### config.mk
export PLATFORM = sky130hd
export DESIGN_NAME = epe_delay
export DESIGN_NICKNAME = d
export VERILOG_FILES = /design/src/design/epe_pkg.sv /design/src/design/epe_delay.sv
export SDC_FILE = /design/constraint.sdc
export NUM_CORES = 2
export LEC_CHECK = 0
export ABC_CLOCK_PERIOD_IN_PS = 800
export BUFFER_PORTS_ARGS = -buffer_cell sky130_fd_sc_hd__buf_2
export CAP_MARGIN = 20
export CORE_UTILIZATION = 35
export CTS_BUF_LIST = sky130_fd_sc_hd__clkbuf_4 sky130_fd_sc_hd__clkbuf_8 sky130_fd_sc_hd__clkbuf_16
export DETAILED_ROUTE_END_ITERATION = 16
export PLACE_DENSITY = 0.49
export SETUP_SLACK_MARGIN = 0.5
export SKIP_CTS_REPAIR_TIMING = 1
export SKIP_LAST_GASP = 1
export SYNTH_ARGS = -nofsm -noshare
export SYNTH_HDL_FRONTEND = slang
export SYNTH_MEMORY_MAX_BITS = 65536
export SYNTH_SLANG_ARGS = --single-unit
### constraint.sdc
create_clock -name clk -period 0.8 [get_ports clk]
set_clock_uncertainty 0.2 [all_clocks]
set_input_delay 0 -clock clk [delete_from_list [all_inputs] [get_ports clk]]
set_output_delay 0 -clock clk [all_outputs]
set_load 0.02 [all_outputs]
### src/design/epe_pkg.sv
`timescale 1ns / 1ps
package epe_pkg;
	localparam int FRAC_BITS = 20;
	localparam int CORDIC_ITERS = 24;
	localparam int PHASE_SH = 8 + FRAC_BITS;
	localparam logic [37:0] PHASE_K = 38'd174992710548;
	localparam logic signed [33:0] CORDIC_GAIN = 34'sd652032874;
	localparam logic signed [33:0] ONE_Q30 = 34'sd1073741824;

	function automatic logic signed [33:0] atan_tab(input int i);
		logic signed [33:0] t;
		case (i)
			0: t = 34'sd536870912;
			1: t = 34'sd316933406;
			2: t = 34'sd167458907;
			3: t = 34'sd85004756;
			4: t = 34'sd42667331;
			5: t = 34'sd21354465;
			6: t = 34'sd10679838;
			7: t = 34'sd5340245;
			8: t = 34'sd2670163;
			9: t = 34'sd1335087;
			10: t = 34'sd667544;
			11: t = 34'sd333772;
			12: t = 34'sd166886;
			13: t = 34'sd83443;
			14: t = 34'sd41722;
			15: t = 34'sd20861;
			16: t = 34'sd10430;
			17: t = 34'sd5215;
			18: t = 34'sd2608;
			19: t = 34'sd1304;
			20: t = 34'sd652;
			21: t = 34'sd326;
			22: t = 34'sd163;
			default: t = 34'sd81;
		endcase
		return t;
	endfunction

	function automatic logic signed [31:0] clamp_one(input logic signed [33:0] v);
		logic signed [31:0] r;
		if (v > ONE_Q30) r = ONE_Q30[31:0];
		else if (v < -ONE_Q30) r = -ONE_Q30[31:0];
		else r = v[31:0];
		return r;
	endfunction
endpackage

### src/design/epe_delay.sv
`timescale 1ns / 1ps
// Carries the item's differences alongside the trig pipeline.
module epe_delay import epe_pkg::*; (
	input  logic               clk,
	input  logic [31:0]        px_in,
	input  logic [31:0]        py_in,
	input  logic [31:0]        pz_in,
	input  logic signed [23:0] dr_in,
	input  logic signed [23:0] dp_in,
	input  logic signed [23:0] dy_in,
	output logic [31:0]        px_out,
	output logic [31:0]        py_out,
	output logic [31:0]        pz_out,
	output logic signed [23:0] dr_out,
	output logic signed [23:0] dp_out,
	output logic signed [23:0] dy_out
);
	localparam int DEPTH = CORDIC_ITERS + 2;
	logic [31:0] px_s [DEPTH];
	logic [31:0] py_s [DEPTH];
	logic [31:0] pz_s [DEPTH];
	logic signed [23:0] dr_s [DEPTH];
	logic signed [23:0] dp_s [DEPTH];
	logic signed [23:0] dy_s [DEPTH];

	always_ff @(posedge clk) begin
		px_s[0] <= px_in; py_s[0] <= py_in; pz_s[0] <= pz_in;
		dr_s[0] <= dr_in; dp_s[0] <= dp_in; dy_s[0] <= dy_in;
		for (int i = 1; i < DEPTH; i++) begin
			px_s[i] <= px_s[i-1]; py_s[i] <= py_s[i-1]; pz_s[i] <= pz_s[i-1];
			dr_s[i] <= dr_s[i-1]; dp_s[i] <= dp_s[i-1]; dy_s[i] <= dy_s[i-1];
		end
	end

	assign px_out = px_s[DEPTH-1];
	assign py_out = py_s[DEPTH-1];
	assign pz_out = pz_s[DEPTH-1];
	assign dr_out = dr_s[DEPTH-1];
	assign dp_out = dp_s[DEPTH-1];
	assign dy_out = dy_s[DEPTH-1];
endmodule

Word-level counts from Yosys, hierarchy flattened
Memory sizes are Yosys's and may differ from the RTL's. Cells that the tools add are included.

Input bits: 169. Memories: 6. Bits in writable memories: 4368. Register bits: 0.

Memories: px_s (depth 26, width 32, rd ports 26, clocked after memory_dff 0, wr ports 26, line epe_delay.sv:19) `logic [31:0] px_s [DEPTH];`; py_s (depth 26, width 32, rd ports 26, clocked after memory_dff 0, wr ports 26, line epe_delay.sv:20) `logic [31:0] py_s [DEPTH];`; pz_s (depth 26, width 32, rd ports 26, clocked after memory_dff 0, wr ports 26, line epe_delay.sv:21) `logic [31:0] pz_s [DEPTH];`; dp_s (depth 26, width 24, rd ports 26, clocked after memory_dff 0, wr ports 26, line epe_delay.sv:23) `logic signed [23:0] dp_s [DEPTH];`; dr_s (depth 26, width 24, rd ports 26, clocked after memory_dff 0, wr ports 26, line epe_delay.sv:22) `logic signed [23:0] dr_s [DEPTH];`; dy_s (depth 26, width 24, rd ports 26, clocked after memory_dff 0, wr ports 26, line epe_delay.sv:24) `logic signed [23:0] dy_s [DEPTH];`.

Logic depth before layout (Yosys ltp)
Depth in word-level cells: 0. Mapped depth: 1. Mapped depth without buffers: 0.

Worst setup path after synthesis
Ideal clock, no wire load.

Kind: register -> output. From: mem dp_s[25][0], in the netlist dp_s[1][216]. To: out dp_out[0]. Arrival: 0.416 ns. Path slack: 0.184 ns. Stages on the path, launching flop included: 2. Required time: 0.600 ns. Cells stage by stage: dfxtp_1 > buf_4.

RTL lines: start, declared (line epe_delay.sv:23); end, declared (line epe_delay.sv:15) `output logic signed [23:0] dp_out,`.

==> key figures <==
Logic synthesis
  • Synthesized flop and latch total: 4368
  • Yosys top cell by area: dfxtp_1
  • Post-synth top area share: 0.986
  • Largest cells by area after synthesis: dfxtp_1, buf_4
  • Yosys warns: 0
  • Main flop type after synthesis: dfxtp_1
  • Leading cell type by number of instances after synthesis: dfxtp_1
  • Asr flop ratio synth: 0
  • Syn_nets: approximately 4.7k
  • Post-synth top cells: dfxtp_1, buf_4
  • Sequential fraction of the synthesis area: 0.986
  • Mapped Area: 0.0887 mm²
  • Syn Area/Cell: approximately 20 µm²
  • Count of cell types in the netlist: 2
  • Post-synth EDFFs: 0
  • Syn Inst Count: between 4k and 5k

Setup path
  • Crit-path cells: buf_6
  • Critical Path AT: approximately 1400 ps
  • Critical Path Source: py_s[1][294]
  • R2R Path End: px_s[0][305]
  • FF-to-FF setup slack: roughly 100 ps
  • Critical Path Fanout Max: 1
  • Crit-path max cell delay: approximately 320 ps
  • WP data required: about 600 ps
  • Critical Path Sink Type: output port
  • Buf+Inv Stages, Crit Path: 1
  • Reg2Reg Depth: 0
  • Crit-path leading delay family: flip-flops
  • Reg-to-reg startpoint: px_s[0][273]
  • Setup CP Type: flip-flop to output port
  • Slowest cell on the critical path: dfxtp_2
  • Startpoint Class: flip-flop

Global routing
  • Initial antenna violation count: 3
  • Vias in the first global route: 29.0k
  • First-pass GRT wire length: roughly 150 mm
  • Grt total ovfl: 0
  • GRT Util Overall: 0.0727
  • Pin count of the biggest net entering global routing: 18

Min path
  • Worst hold path cell count: 1
  • Hold Crit Start: dp_in[15]
  • HP Class: primary input to flip-flop
  • Hold path endpoint: dp_s[0][15]

Run status
  • Status: finished, violations left
  • Failing checks: DRC, hold timing, setup timing

STA
  • Final min period: 1590 ps
  • Final hold violations: about 170
  • Final setup TNS: -127730 ps
  • Final worst slack: -792 ps
  • Final count of pins violating max slew: 0
  • Setup violations, final: about 170
  • Unrepaired setup endpoints after global routing: true
  • Worst Tran Pin Value: 295 ps
  • Max-slew headroom: 0.804
  • Min Hold Slack: -1060 ps
  • Fmax: 628 MHz
  • Fin crit share: 1.99

Floorplanning
  • Die Wd: approximately 510 µm
  • CORE AREA: ~0.25 mm²
  • Die Area: ~0.26 mm²
  • Starting Density: 0.353
  • Std cell rows: about 180
  • Die Y: approximately 510 µm
  • I/O pins: ~340

Routing
  • DR WL/cell: between 10 and 15 µm
  • Post-route DRC: 16
  • Initial drt markers: 1174
  • Via count: around 28k
  • Antenna Nets Post-Route: 0
  • Drt pass-1 iters: 10
  • Post-Route WL: a little over 90 mm
  • Routed vias/inst: between 3 and 4

Pwr
  • Worst vdd ir: a little over 0.002 V
  • Power Density: 3980 mW/mm²
  • Leak Pwr: 0.0460 µW

Clock network
  • Clock sink total: between 4k and 5k
  • Clock transition at the registers of the reported paths: ~60 ps
  • Clock Latency Late Sink: approximately 940 ps
  • Clock buffer depth: 4
  • TritonCTS buffer count: roughly 430
  • Clock root buffer master: clkbuf_16
  • CTS H-tree depth: 5
  • CTS tree: yes

Final layout
  • Core Util, Final: 0.436
  • Reg area: between 0.08 and 0.09 mm²
  • Fill cells: around 22k
  • Nets: between 5k and 6k
  • Area growth syn-to-layout: 23.6%
  • Layout cells sized above 1: 0.261
  • Multi-In Gates: 0
  • Multi-input logic area: 0 µm²

Placed design
  • Buffers on Ports: roughly 340
  • RePlAce Congestion: roughly 0.66
  • Detailed placer's ending HPWL: roughly 49 mm

Job
  • Maxcap violations: 0
sequential cells by signal (all words and copies together), names as in the netlist:
register / cells
dp_s: 624
dr_s: 624
dy_s: 624
px_s: 832
py_s: 832
pz_s: 832
cells in the final DEF (no fill, tap or decap):
| cell type | instances |
|---|---|
| inv_6 | 7 |
| clkinv_16 | 3 |
| clkinv_8 | 2 |
| clkbuf_4 | 86 |
| clkinv_2 | 70 |
| dfxtp_2 | 332 |
| clkinv_4 | 9 |
| buf_12 | 2 |
| clkbuf_16 | 428 |
| buf_2 | 168 |
| buf_6 | 166 |
| inv_16 | 2 |
| diode_2 | 1 |
| clkinvlp_4 | 10 |
| bufinv_16 | 47 |
| dfxtp_1 | 4036 |
| clkbuf_8 | 95 |
power breakdown:
group          switching, µW  leakage, µW  total [µW]  internal (µW)
clock                  76900      0.00743      202000         125000
sequential              2770       0.0369      232000         229000
combinational            909      0.00168        2010           1110
stage by stage:
| step | power, µW | cells | setup slack (ps) | hold slack [ps] | instance area [µm²] |
|---|---|---|---|---|---|
| after CTS | 444000 | 8811 | -953 | -1190 | 108000 |
| after global placement | 238000 | 8052 | 8.59 | -96.7 | 93300 |
| final | 436000 | 8812 | -792 | -1060 | 110000 |
| after floorplan | 237000 | 4536 | 192 | -172 | 89300 |
| after global routing | 455000 | 8812 | -919 | -1170 | 110000 |
| after detailed placement | 239000 | 8052 | 21.5 | -96.4 | 93300 |
per-layer routing:
| layer | wire length [µm] | up-vias | global-route usage |
|---|---|---|---|
| li1 | - | 15100 | - |
| met1 | 47800 | 12200 | 0.101 |
| met2 | 34800 | 671 | 0.0928 |
| met3 | 7030 | 319 | 0.0324 |
| met4 | 3430 | 2 | 0.0396 |
| met5 | 15 | - | 0 |
cell families after synthesis:
group and synth area share:
flops 0.986, buf+inv 0.0142
worst max path at each step:
stage / to / depth (start not counted)
floorplan: dp_out[0] / 1
global placement: dy_s[1][171] / 0
detailed placement: dy_s[1][171] / 0
CTS: py_out[6] / 1
global route: dp_out[23] / 1
finish: py_out[6] / 1
cell type report:
cell class,instances,share of cell area
Timing Repair Buffer,336,0.0251
Sequential cell,4368,0.802
Antenna cell,1,0.0000228
Tap cell,3348,0.0382
Clock buffer,609,0.116
Clock inverter,150,0.0195
Note: power is estimated with default switching activity, not from simulation.
